--- src/rtl/gdcu_pkg.sv ---
`timescale 1ns / 1ps
// ----------------------------------------------------------------------------
// gdcu_pkg
// Shared codes, widths and constants for the gamepad drive command unit.
// ----------------------------------------------------------------------------
package gdcu_pkg;

  // word kinds carried in in_tuser
  localparam int KIND_W = 2;
  localparam logic [KIND_W-1:0] KIND_REPORT = 2'd0;
  localparam logic [KIND_W-1:0] KIND_TICK   = 2'd1;
  localparam logic [KIND_W-1:0] KIND_POLL   = 2'd2;

  // configuration register indexes
  localparam int CFG_IDX_W  = 3;
  localparam int CFG_DATA_W = 20;
  localparam logic [CFG_IDX_W-1:0] CFG_AUTO_ENABLE   = 3'd0;
  localparam logic [CFG_IDX_W-1:0] CFG_MOTION_TMO    = 3'd1;
  localparam logic [CFG_IDX_W-1:0] CFG_HAND_GAIN_L   = 3'd2;
  localparam logic [CFG_IDX_W-1:0] CFG_HAND_GAIN_R   = 3'd3;
  localparam logic [CFG_IDX_W-1:0] CFG_ADJ_GAIN_L    = 3'd4;
  localparam logic [CFG_IDX_W-1:0] CFG_ADJ_GAIN_R    = 3'd5;
  localparam logic [CFG_IDX_W-1:0] CFG_HAND_SPIN     = 3'd6;
  localparam logic [CFG_IDX_W-1:0] CFG_ADJ_SPIN      = 3'd7;

  // field widths
  localparam int STICK_W  = 8;
  localparam int BTN_W    = 14;
  localparam int GAIN_W   = 20;
  localparam int TMO_W    = 16;
  localparam int SPEED_W  = 22;
  localparam int TURN_W   = 21;
  localparam int INDEX_W  = 8;
  localparam int SILENCE_W = 32;

  localparam int IN_TDATA_W  = 48;
  localparam int OUT_TDATA_W = 80;

  // behaviour constants
  localparam int DEAD_ZONE       = 38;
  localparam int LINK_TIMEOUT_MS = 5000;
  localparam int MAX_INDEX       = 255;
  localparam int INDEX_LIMIT     = (MAX_INDEX > 255) ? 255 : MAX_INDEX;

  // register reset values
  localparam logic              RST_AUTO_ENABLE = 1'b1;
  localparam logic [TMO_W-1:0]  RST_MOTION_TMO  = 16'd500;
  localparam logic [GAIN_W-1:0] RST_HAND_GAIN_L = 20'd384000;
  localparam logic [GAIN_W-1:0] RST_HAND_GAIN_R = 20'd25600;
  localparam logic [GAIN_W-1:0] RST_ADJ_GAIN_L  = 20'd25600;
  localparam logic [GAIN_W-1:0] RST_ADJ_GAIN_R  = 20'd7680;
  localparam logic [GAIN_W-1:0] RST_HAND_SPIN   = 20'd128;
  localparam logic [GAIN_W-1:0] RST_ADJ_SPIN    = 20'd128;

endpackage

--- src/rtl/gamepad_drive_command_unit.sv ---
`timescale 1ns / 1ps
// ----------------------------------------------------------------------------
// gamepad_drive_command_unit
// Button edge logic, mode/lock/index state and Q.7 drive speed computation.
// ----------------------------------------------------------------------------
// Path: an accepted word is held in the input register and is then registered
// into the output register, where out_tvalid rises with it.
// Throughput: one word per cycle; the input register and the output register
// each take a new word whenever the stage behind them moves.
// Reset: synchronous, active low; all state, counters and configuration
// registers return to their defaults and both stages are emptied.
module gamepad_drive_command_unit (
  input  logic                               clk,
  input  logic                               rst_n,
  input  logic                               in_tvalid,
  output logic                               in_tready,
  // [7:0] left_stick_x, [15:8] left_stick_y, [23:16] right_stick_x,
  // [31:24] right_stick_y, [45:32] button_bits, [47:46] zero
  input  logic [gdcu_pkg::IN_TDATA_W-1:0]    in_tdata,
  // [1:0] kind
  input  logic [gdcu_pkg::KIND_W-1:0]        in_tuser,
  output logic                               out_tvalid,
  input  logic                               out_tready,
  // [21:0] speed_x, [43:22] speed_y, [64:44] speed_turn, [65] auto_active,
  // [66] locked, [74:67] step_index, [75] motion_timed_out,
  // [76] link_timed_out, [77] container_request, [78] lift_request, [79] zero
  output logic [gdcu_pkg::OUT_TDATA_W-1:0]   out_tdata,
  input  logic                               cfg_we,
  input  logic [gdcu_pkg::CFG_IDX_W-1:0]     cfg_index,
  input  logic [gdcu_pkg::CFG_DATA_W-1:0]    cfg_data
);

  localparam int SW = gdcu_pkg::SPEED_W;
  localparam int TW = gdcu_pkg::TURN_W;
  localparam int GW = gdcu_pkg::GAIN_W;
  localparam int IW = gdcu_pkg::INDEX_W;
  localparam int LW = gdcu_pkg::SILENCE_W;

  // configuration
  logic          auto_enable_r;
  logic [gdcu_pkg::TMO_W-1:0] motion_tmo_r;
  logic [GW-1:0] hand_gain_l_r, hand_gain_r_r, adj_gain_l_r, adj_gain_r_r;
  logic [GW-1:0] hand_spin_r, adj_spin_r;

  // input stage
  logic                            s1_valid_r;
  logic [gdcu_pkg::KIND_W-1:0]     s1_kind_r;
  logic [gdcu_pkg::IN_TDATA_W-1:0] s1_data_r;

  // block state
  logic          mode_auto_r, mode_auto_nxt;
  logic          lock_r, lock_nxt;
  logic [IW-1:0] index_r, index_nxt;
  logic [4:0]    prior_btn_r, prior_btn_nxt;
  logic signed [7:0] lx_r, ly_r, rx_r, ry_r;
  logic signed [7:0] lx_nxt, ly_nxt, rx_nxt, ry_nxt;
  logic [1:0]    spin_btn_r, spin_btn_nxt;
  logic [1:0]    arm_req_r, arm_req_nxt;
  logic          connected_r, connected_nxt;
  logic [LW-1:0] silence_r, silence_nxt;
  logic signed [SW-1:0] speed_x_r, speed_x_nxt, speed_y_r, speed_y_nxt;
  logic signed [TW-1:0] turn_r, turn_nxt;

  // output stage
  logic                             out_valid_r;
  logic [gdcu_pkg::OUT_TDATA_W-1:0] out_data_r, out_data_nxt;

  logic       fire;
  logic [13:0] btn;
  logic [4:0]  btn_now, rise;
  logic [1:0]  req;
  logic        motion_tmo, link_tmo;
  logic [GW-1:0] gain_l, gain_r, spin;

  function automatic logic signed [7:0] dead_zone(input logic signed [7:0] v);
    if (v >= -gdcu_pkg::DEAD_ZONE && v <= gdcu_pkg::DEAD_ZONE) begin
      return 8'sd0;
    end
    return v;
  endfunction

  // -(a*ga + b*gb) with floor division by 128
  function automatic logic signed [SW-1:0] scaled_sum(
    input logic signed [7:0] a,
    input logic signed [7:0] b,
    input logic [GW-1:0]     ga,
    input logic [GW-1:0]     gb
  );
    logic signed [31:0] pa, pb, s;
    pa = 32'(dead_zone(a)) * signed'(32'(ga));
    pb = 32'(dead_zone(b)) * signed'(32'(gb));
    s  = -(pa + pb);
    return s[SW+6:7];
  endfunction

  assign fire      = s1_valid_r && (!out_valid_r || out_tready);
  assign in_tready = !s1_valid_r || fire;

  assign btn     = s1_data_r[45:32];
  // bit4 triangle, bit3 circle, bit2 cross, bit1 left, bit0 right
  assign btn_now = {btn[7], btn[5], btn[4], btn[3], btn[2]};
  assign rise    = btn_now & ~prior_btn_r;

  assign gain_l = mode_auto_r ? adj_gain_l_r : hand_gain_l_r;
  assign gain_r = mode_auto_r ? adj_gain_r_r : hand_gain_r_r;
  assign spin   = mode_auto_r ? adj_spin_r   : hand_spin_r;

  always_comb begin
    mode_auto_nxt = mode_auto_r;
    lock_nxt      = lock_r;
    index_nxt     = index_r;
    prior_btn_nxt = prior_btn_r;
    lx_nxt        = lx_r;
    ly_nxt        = ly_r;
    rx_nxt        = rx_r;
    ry_nxt        = ry_r;
    spin_btn_nxt  = spin_btn_r;
    arm_req_nxt   = arm_req_r;
    connected_nxt = connected_r;
    silence_nxt   = silence_r;
    speed_x_nxt   = speed_x_r;
    speed_y_nxt   = speed_y_r;
    turn_nxt      = turn_r;
    req           = 2'b00;
    case (s1_kind_r)
      gdcu_pkg::KIND_REPORT: begin
        lx_nxt       = s1_data_r[7:0];
        ly_nxt       = s1_data_r[15:8];
        rx_nxt       = s1_data_r[23:16];
        ry_nxt       = s1_data_r[31:24];
        spin_btn_nxt = {btn[11], btn[10]};
        if (rise[3] && auto_enable_r) begin
          if (!mode_auto_r) begin
            mode_auto_nxt = 1'b1;
            lock_nxt      = 1'b0;
          end else begin
            lock_nxt = 1'b1;
          end
        end
        // decrement first, then increment, both against the updated lock
        if (rise[1] && !lock_nxt && index_r != '0) begin
          index_nxt = index_r - 1'b1;
        end
        if (rise[0] && !lock_nxt && index_nxt < IW'(gdcu_pkg::INDEX_LIMIT)) begin
          index_nxt = index_nxt + 1'b1;
        end
        arm_req_nxt   = arm_req_r | {rise[4], rise[2]};
        prior_btn_nxt = btn_now;
        connected_nxt = 1'b1;
        silence_nxt   = '0;
      end
      gdcu_pkg::KIND_TICK: begin
        silence_nxt = silence_r + 1'b1;
      end
      gdcu_pkg::KIND_POLL: begin
        req         = arm_req_r;
        arm_req_nxt = 2'b00;
        if (connected_r && silence_r > LW'(motion_tmo_r)) begin
          speed_x_nxt = '0;
          speed_y_nxt = '0;
          turn_nxt    = '0;
        end else if (!(mode_auto_r && lock_r)) begin
          speed_y_nxt = scaled_sum(lx_r, rx_r, gain_l, gain_r);
          speed_x_nxt = scaled_sum(ly_r, ry_r, gain_l, gain_r);
          case (spin_btn_r)
            2'b01:   turn_nxt = signed'({1'b0, spin});
            2'b10:   turn_nxt = -signed'({1'b0, spin});
            default: turn_nxt = '0;
          endcase
        end
      end
      default: begin
      end
    endcase
  end

  assign motion_tmo = connected_nxt && silence_nxt > LW'(motion_tmo_r);
  assign link_tmo   = connected_nxt && silence_nxt > LW'(gdcu_pkg::LINK_TIMEOUT_MS);

  assign out_data_nxt = {1'b0, req[1], req[0], link_tmo, motion_tmo, index_nxt,
                         lock_nxt, mode_auto_nxt, turn_nxt, speed_y_nxt, speed_x_nxt};

  // configuration registers
  always_ff @(posedge clk) begin
    if (!rst_n) begin
      auto_enable_r <= gdcu_pkg::RST_AUTO_ENABLE;
      motion_tmo_r  <= gdcu_pkg::RST_MOTION_TMO;
      hand_gain_l_r <= gdcu_pkg::RST_HAND_GAIN_L;
      hand_gain_r_r <= gdcu_pkg::RST_HAND_GAIN_R;
      adj_gain_l_r  <= gdcu_pkg::RST_ADJ_GAIN_L;
      adj_gain_r_r  <= gdcu_pkg::RST_ADJ_GAIN_R;
      hand_spin_r   <= gdcu_pkg::RST_HAND_SPIN;
      adj_spin_r    <= gdcu_pkg::RST_ADJ_SPIN;
    end else if (cfg_we) begin
      case (cfg_index)
        gdcu_pkg::CFG_AUTO_ENABLE: auto_enable_r <= cfg_data[0];
        gdcu_pkg::CFG_MOTION_TMO:  motion_tmo_r  <= cfg_data[gdcu_pkg::TMO_W-1:0];
        gdcu_pkg::CFG_HAND_GAIN_L: hand_gain_l_r <= cfg_data;
        gdcu_pkg::CFG_HAND_GAIN_R: hand_gain_r_r <= cfg_data;
        gdcu_pkg::CFG_ADJ_GAIN_L:  adj_gain_l_r  <= cfg_data;
        gdcu_pkg::CFG_ADJ_GAIN_R:  adj_gain_r_r  <= cfg_data;
        gdcu_pkg::CFG_HAND_SPIN:   hand_spin_r   <= cfg_data;
        gdcu_pkg::CFG_ADJ_SPIN:    adj_spin_r    <= cfg_data;
        default: begin
        end
      endcase
    end
  end

  // input stage
  always_ff @(posedge clk) begin
    if (!rst_n) begin
      s1_valid_r <= 1'b0;
    end else if (in_tready) begin
      s1_valid_r <= in_tvalid;
    end
  end

  always_ff @(posedge clk) begin
    if (in_tready && in_tvalid) begin
      s1_kind_r <= in_tuser;
      s1_data_r <= in_tdata;
    end
  end

  // block state, advanced once per word leaving the input stage
  always_ff @(posedge clk) begin
    if (!rst_n) begin
      mode_auto_r <= 1'b0;
      lock_r      <= 1'b0;
      index_r     <= '0;
      prior_btn_r <= '0;
      lx_r        <= '0;
      ly_r        <= '0;
      rx_r        <= '0;
      ry_r        <= '0;
      spin_btn_r  <= '0;
      arm_req_r   <= '0;
      connected_r <= 1'b0;
      silence_r   <= '0;
      speed_x_r   <= '0;
      speed_y_r   <= '0;
      turn_r      <= '0;
    end else if (fire) begin
      mode_auto_r <= mode_auto_nxt;
      lock_r      <= lock_nxt;
      index_r     <= index_nxt;
      prior_btn_r <= prior_btn_nxt;
      lx_r        <= lx_nxt;
      ly_r        <= ly_nxt;
      rx_r        <= rx_nxt;
      ry_r        <= ry_nxt;
      spin_btn_r  <= spin_btn_nxt;
      arm_req_r   <= arm_req_nxt;
      connected_r <= connected_nxt;
      silence_r   <= silence_nxt;
      speed_x_r   <= speed_x_nxt;
      speed_y_r   <= speed_y_nxt;
      turn_r      <= turn_nxt;
    end
  end

  // output stage
  always_ff @(posedge clk) begin
    if (!rst_n) begin
      out_valid_r <= 1'b0;
    end else if (fire) begin
      out_valid_r <= 1'b1;
    end else if (out_tready) begin
      out_valid_r <= 1'b0;
    end
  end

  always_ff @(posedge clk) begin
    if (fire) begin
      out_data_r <= out_data_nxt;
    end
  end

  assign out_tvalid = out_valid_r;
  assign out_tdata  = out_data_r;

endmodule

--- config.mk ---
export PLATFORM = sky130hd
export DESIGN_NAME = gamepad_drive_command_unit
export DESIGN_NICKNAME = d
export VERILOG_FILES = /design/src/rtl/gdcu_pkg.sv /design/src/rtl/gamepad_drive_command_unit.sv
export SDC_FILE = /design/constraint.sdc
export NUM_CORES = 2
export LEC_CHECK = 0
export ABC_AREA = 1
export ABC_CLOCK_PERIOD_IN_PS = 6300
export BUFFER_PORTS_ARGS = -buffer_cell sky130_fd_sc_hd__buf_4
export CORE_MARGIN = 2
export CORE_UTILIZATION = 50
export CTS_BUF_LIST = sky130_fd_sc_hd__clkbuf_16
export DETAILED_ROUTE_END_ITERATION = 6
export PLACE_DENSITY = 0.69
export RECOVER_POWER = 25
export SLEW_MARGIN = 20
export SYNTH_ARGS = -nofsm -noshare
export SYNTH_HDL_FRONTEND = slang
export SYNTH_SLANG_ARGS = --single-unit
export TNS_END_PERCENT = 1
--- constraint.sdc ---
create_clock -name clk -period 6.3 [get_ports clk]
set_input_delay 0.63 -clock clk [delete_from_list [all_inputs] [get_ports clk]]
set_output_delay 0.63 -clock clk [all_outputs]
set_load 0.02 [all_outputs]
=== After elaboration in Yosys (flattened, before gate mapping) ===
Index checks and enable logic that the tools add are counted.

* Add/subtract/negate cells: 8
* Multiply operators: 4
* Order comparisons: 12
* Eq/ne operators: 11
* Muxes and demuxes: 64
* Bitwise operators: 3
* Reduce and logical (&&, ||, !) cells: 35

{| class="wikitable"
|+ Operators by type and width
! kind !! number
|-
| $mux 8 || 24
|-
| $mux 22 || 6
|-
| $mul 8x21->29 || 4
|-
| $gt 32x16->1 || 2
|-
| $pmux 32 s2 || 1
|-
| $mux 21 || 3
|-
| $mux 20 || 3
|-
| $add 29x29->29 || 2
|-
| $neg 29->29 || 2
|-
| $pmux 21 s2 || 1
|-
| $add 32x1->32 const B || 1
|-
| $ge 8x7->1 const B || 4
|-
| $gt 32x13->1 const B || 1
|-
| $le 8x7->1 const B || 4
|-
| $mux 1 || 25
|-
| $neg 20->21 || 1
|-
| $reduce_and 2->1 || 10
|-
| $logic_and 1x1->1 || 15
|-
| $eq 3x3->1 const B || 4
|-
| $add 8x1->8 const B || 1
|-
| $lt 8x8->1 const B || 1
|-
| $reduce_bool 8->1 || 1
|-
| $sub 8x1->8 const B || 1
|-
| $eq 3x2->1 const B || 2
|-
| 12 further kinds || 18
|}

* Flip-flop bits (word level): 413
* Output and inout bits: 82
* Word-level logic and storage cells: 166

=== Longest topological paths before layout ===
* Word-level depth: 16
* Depth in mapped cells: 38
* Mapped depth without buffers: 37

=== Least setup slack after synthesis ===
Ideal clock, no wire load.

* Path type: register to register
* Start: reg mode_auto_r
* End: reg speed_x_r[19]
* Setup time: 0.113 ns
* Arrival time: 6.617 ns
* Required time: 6.187 ns
* Path slack: -0.430 ns
* Cell stages (with the launch flop): 33
* Buffers on the path: 5
* Period minus slack after synthesis: 6.730 ns
* Path through: dfxtp_1 > buf_6 > buf_2 > buf_2 > clkbuf_1 > nand2_1 > o21ai_1 > clkbuf_1 > nand2_1 > fa_1 > fa_1 > inv_1 > fa_1 > inv_1 > fa_1 > fa_1 > inv_1 > fa_1 > inv_1 > ha_1 > a21oi_1 > inv_1 > a31oi_1 > o21a_1 > nor2_1 > nor3_1 > nand2_1 > nand2_1 > nand3_1 > nand2_1 > nand3_1 > nand2_1 > inv_1

* Cells in the longest elaborated chain, start to end: 7
* Elaborated cells between the ends (all ways): 10
* Those cells by class: 2 x add/sub; 2 x mul; 5 x mux; 1 x reduce/logical

{| class="wikitable"
|+ RTL lines
! item !! RTL line !! RTL
|-
| start: declaration || gamepad_drive_command_unit.sv:51 || <nowiki>logic mode_auto_r, mode_auto_nxt;</nowiki>
|-
| start signal: assignment || gamepad_drive_command_unit.sv:245 || <nowiki>mode_auto_r <= mode_auto_nxt;</nowiki>
|-
| $mux 20 (on tied branches) || gamepad_drive_command_unit.sv:104, gamepad_drive_command_unit.sv:105 ||
|-
| $mul 8x21->29 (on tied branches) || gamepad_drive_command_unit.sv:90, gamepad_drive_command_unit.sv:91 ||
|-
| $add 29x29->29 || gamepad_drive_command_unit.sv:92 || <nowiki>s = -(pa + pb);</nowiki>
|-
| $neg 29->29 || gamepad_drive_command_unit.sv:92 ||
|-
| $mux 22 (*) || gamepad_drive_command_unit.sv:162 || <nowiki>end else if (!(mode_auto_r && lock_r)) begin</nowiki>
|-
| $mux 22 (*) || gamepad_drive_command_unit.sv:158 || <nowiki>if (connected_r && silence_r > LW'(motion_tmo_r)) begin</nowiki>
|-
| $mux 22 (*) || gamepad_drive_command_unit.sv:125 || <nowiki>case (s1_kind_r)</nowiki>
|-
| end signal: assignment || gamepad_drive_command_unit.sv:257 || <nowiki>speed_x_r <= speed_x_nxt;</nowiki>
|-
| end: declaration || gamepad_drive_command_unit.sv:61 || <nowiki>logic signed [SW-1:0] speed_x_r, speed_x_nxt, speed_y_r, speed_y_nxt;</nowiki>
|}

Every way passes the cells marked *; elsewhere a longest branch is shown, timed or not.
A chain may end at the register's enable or synchronous reset.

=== Final worst setup path ===
* Start: reg mode_auto_r
* End: reg out_data_r (netlist bit out_tdata[18]), data pin

* Cells in the longest elaborated chain, start to end: 7
* Elaborated cells between the ends (all ways): 10
* Those cells by class: 2 x add/sub; 2 x mul; 5 x mux; 1 x reduce/logical

{| class="wikitable"
|+ RTL lines
! item !! RTL line !! RTL
|-
| $mux 20 (on tied branches) || gamepad_drive_command_unit.sv:104, gamepad_drive_command_unit.sv:105 ||
|-
| $mul 8x21->29 (on tied branches) || gamepad_drive_command_unit.sv:90, gamepad_drive_command_unit.sv:91 ||
|-
| $add 29x29->29 || gamepad_drive_command_unit.sv:92 ||
|-
| $neg 29->29 || gamepad_drive_command_unit.sv:92 ||
|-
| $mux 22 (*) || gamepad_drive_command_unit.sv:162 ||
|-
| $mux 22 (*) || gamepad_drive_command_unit.sv:158 ||
|-
| $mux 22 (*) || gamepad_drive_command_unit.sv:125 ||
|-
| via speed_x_nxt[18] || gamepad_drive_command_unit.sv:61 ||
|-
| end signal: assignment || gamepad_drive_command_unit.sv:276 || <nowiki>out_data_r <= out_data_nxt;</nowiki>
|-
| end: declaration || gamepad_drive_command_unit.sv:66 || <nowiki>logic [gdcu_pkg::OUT_TDATA_W-1:0] out_data_r, out_data_nxt;</nowiki>
|}

The timed path passes the listed nets; every way through them passes the cells marked *.

==> reports/qor.yml <==
wire_per_inst_um: 18.43
boundaryPins: 160
fin_nets: 6894
r2r_slack_ps: -190
total_power_uw: 9168
cts_tree: "done"
synthArstFlopShare_pct: 0
whs_path_depth: 1
grt.overflow.total: 0
drv_cap: 2
dieArea_mm2: 0.08564
synth_edf_count: 120
hp-class: "primary input to register"
ant_nets: 0
finalCritPeriodShare_pct: 103.0
drive_gt1_share_pct: 17.39
antennaDiodeCount: 0
start_kind: "register"
clk_path_buf_depth: 3
setup_viol: 55
postPlaceCellArea_mm2: 0.04778
p_leak_uw: 0.02381
grt_pass1_vias: 37840
r2r_start: "mode_auto_r"
cp-end-kind: "register"
wirelength_um: 130900
grt_pass1_wl_um: 206700
fin_crit_ps: 6488
worstMarginPinSlew_ps: 1598
gp_congestion: 0.9884
core-area_mm2: 0.08224
reg2reg_to: "out_tdata[18]"
ys_ff_latch: 408
fp.dieH_um: 292.6
relSlewSlack_pct: -6.565
drc: 0
syn-num-nets: 6367
violations: "capacitance limit, slew limit, setup timing"
layout_common_cells: "inv_1 (1,241), nand2_1 (858), nor2_1 (690)"
power.density_mw_per_mm2: 181.6
cts_made_buffers: 46
cp_max_fo: 6
syn_area_mm2: 0.04166
layout_commonest_cell: "inv_1"
fin_util_pct: 61.38
grt_usage_pct: 31.15
fin_ws_ps: -187.8
hold_end: "s1_data_r[37]"
cpPeakStageDelay_ps: 600
rsz0062_at_grt: "yes"
initial_utilization_pct: 50.65
run_status: "finished with violations"
dp_hpwl_um: 105800
critPathKind: "register to register"
rows: 105
area_delta_synth_final_pct: 21.17
ys.warnings.count: 0
ff2ff_path_depth: 26
fillers: 7417
clkTransAtPathRegs_ps: 60
stdcell_area_mm2: 0.05048
io_buffer_count: 149
place_ws_ps: -443.0
hold_start: "in_tdata[37]"
skew_ps: 31.30
synth.distinct_cells: 60
hold_violations: 0
clock-sinks: 408
syn_inst: 5468
max_clock_freq_mhz: 154.1
ctsRootBufferMaster: "clkbuf_16"
antenna_found_initial: 3
cp.required_ps: 6650
h-tree-depth: 2
avgViaCountPerCell: 5.227
arrival_ps: 6840
peakVddDrop_mv: 0.2193
drt_iter0_markers: 2797
cp_common_cell: "nand2_1"
synth.avg_cell_area_um2: 7.619
slowest_stage: "fa_2"
clk_latency_ps: 620
slew_viol_final: 74
yosysSeqAreaShare_pct: 22.49
dr_total_vias: 37130
setup_tns_ps: -4015
synth-main-ff-cell: "dfxtp_1"
grt_max_degree: 96
die_x_um: 292.6
dr.pass1.iters: 5
cells in the mapped netlist (all sizes together), types with 6 or more instances:
cell,n,share of area (%)
fa,538,26
o211ai,21,0.38
o22ai,9,0.14
o21ai,405,4.9
nor3,46,0.58
nand3,147,1.8
nor4,7,0.11
a211oi,8,0.14
o221ai,7,0.15
a21oi,300,3.6
a21o,6,0.11
o21a,16,0.29
clkbuf,165,1.5
dfxtp,288,14
a31oi,16,0.26
xnor2,8,0.17
inv,1269,11
or2,32,0.48
ha,283,8.5
xor2,19,0.42
nand2,894,8.1
nor2,760,7.0
buf,24,0.31
nand4,29,0.45
a22oi,10,0.18
edfxtp,120,8.6
clkinv,16,0.14
cells by family (layout without fill, tap and decap cells):
logic type      after synthesis  count (layout)  share of synthesized area [%]
buf+inv                    1474            2039                          13.38
compound gates              813             813                          10.46
xor+xnor                     27              27                         0.5857
flops                       408             408                          22.49
mux                           1               1                        0.02403
other cells                   1               1                       0.009002
fa+ha+maj                   821             821                          34.35
simple gates               1923            1923                          18.70
flip-flops by register name (all words and copies together) (netlist names), 2 cells and up:
name           count
out_tdata         79
rx_r               8
silence_r         32
speed_y_r         22
ly_r               8
spin_btn_r         2
lx_r               8
adj_gain_l_r      20
hand_gain_l_r     20
s1_data_r         39
turn_r            21
hand_spin_r       20
adj_spin_r        20
motion_tmo_r      16
ry_r               8
s1_kind_r          2
prior_btn_r        5
adj_gain_r_r      20
speed_x_r         22
arm_req_r          2
hand_gain_r_r     20
index_r            8
worst max-delay path by stage:
stage | end | start
6_report | out_tdata[18] | mode_auto_r
5_1_grt | speed_x_r[10] | ly_r[2]
4_1_cts | speed_x_r[12] | ry_r[1]
3_5_place_dp | speed_y_r[17] | lx_r[2]
3_3_place_gp | speed_y_r[17] | lx_r[2]
2_1_floorplan | speed_x_r[19] | mode_auto_r
worst max-delay path, delay by kind of cell, from the launching register on:
family | cells | cell delay [ps]
simple gates | 7 | 880
flops | 1 | 430
compound gates | 5 | 760
buf+inv | 7 | 740
fa+ha+maj | 7 | 3430
power by group:
| group | switching, uW | internal [uW] | total [uW] |
|---|---|---|---|
| clock network | 1170 | 1530 | 2690 |
| registers | 74.9 | 2870 | 2950 |
| logic | 2040 | 1480 | 3520 |
| total | 3280 | 5880 | 9170 |
layout make-up:
type                    count  area (um^2)  area share [%]
flip-flops and latches    408         9378           18.58
clock buffers              46         1151           2.280
clock inverters            40        384.1          0.7610
inverters                1285         4861           9.630
multi-input cells        3586        27900           55.28
well taps                1070         1339           2.652
repair buffers            668         5460           10.82
per-layer routing:
| metal | up-vias | GRT usage, % | wire length, um |
|---|---|---|---|
| li1 | 17720 | - | - |
| met3 | 336 | 4.629 | 8640 |
| met5 | - | 0 | 39 |
| met1 | 17870 | 38.95 | 52670 |
| met2 | 1196 | 52.37 | 61300 |
| met4 | 6 | 16.12 | 8238 |
repair_timing:
action / CTS / global route
cloned: 1 / 0
setup buffers: 9 / 11
hold buffers: 0 / 0
pin swaps: 26 / 90
setup endpoints to repair: 86 / 88
resized for setup: 116 / 201
metrics by stage:
stage | hold WS (ps) | instances
final | 213.0 | 7103
after global routing | 197.2 | 7103
after CTS | 166.9 | 7092
after detailed placement | 437.4 | 6996
after global placement | 433.0 | 6996
after floorplan | 421.1 | 5468
(Power assumes the default switching activity.)
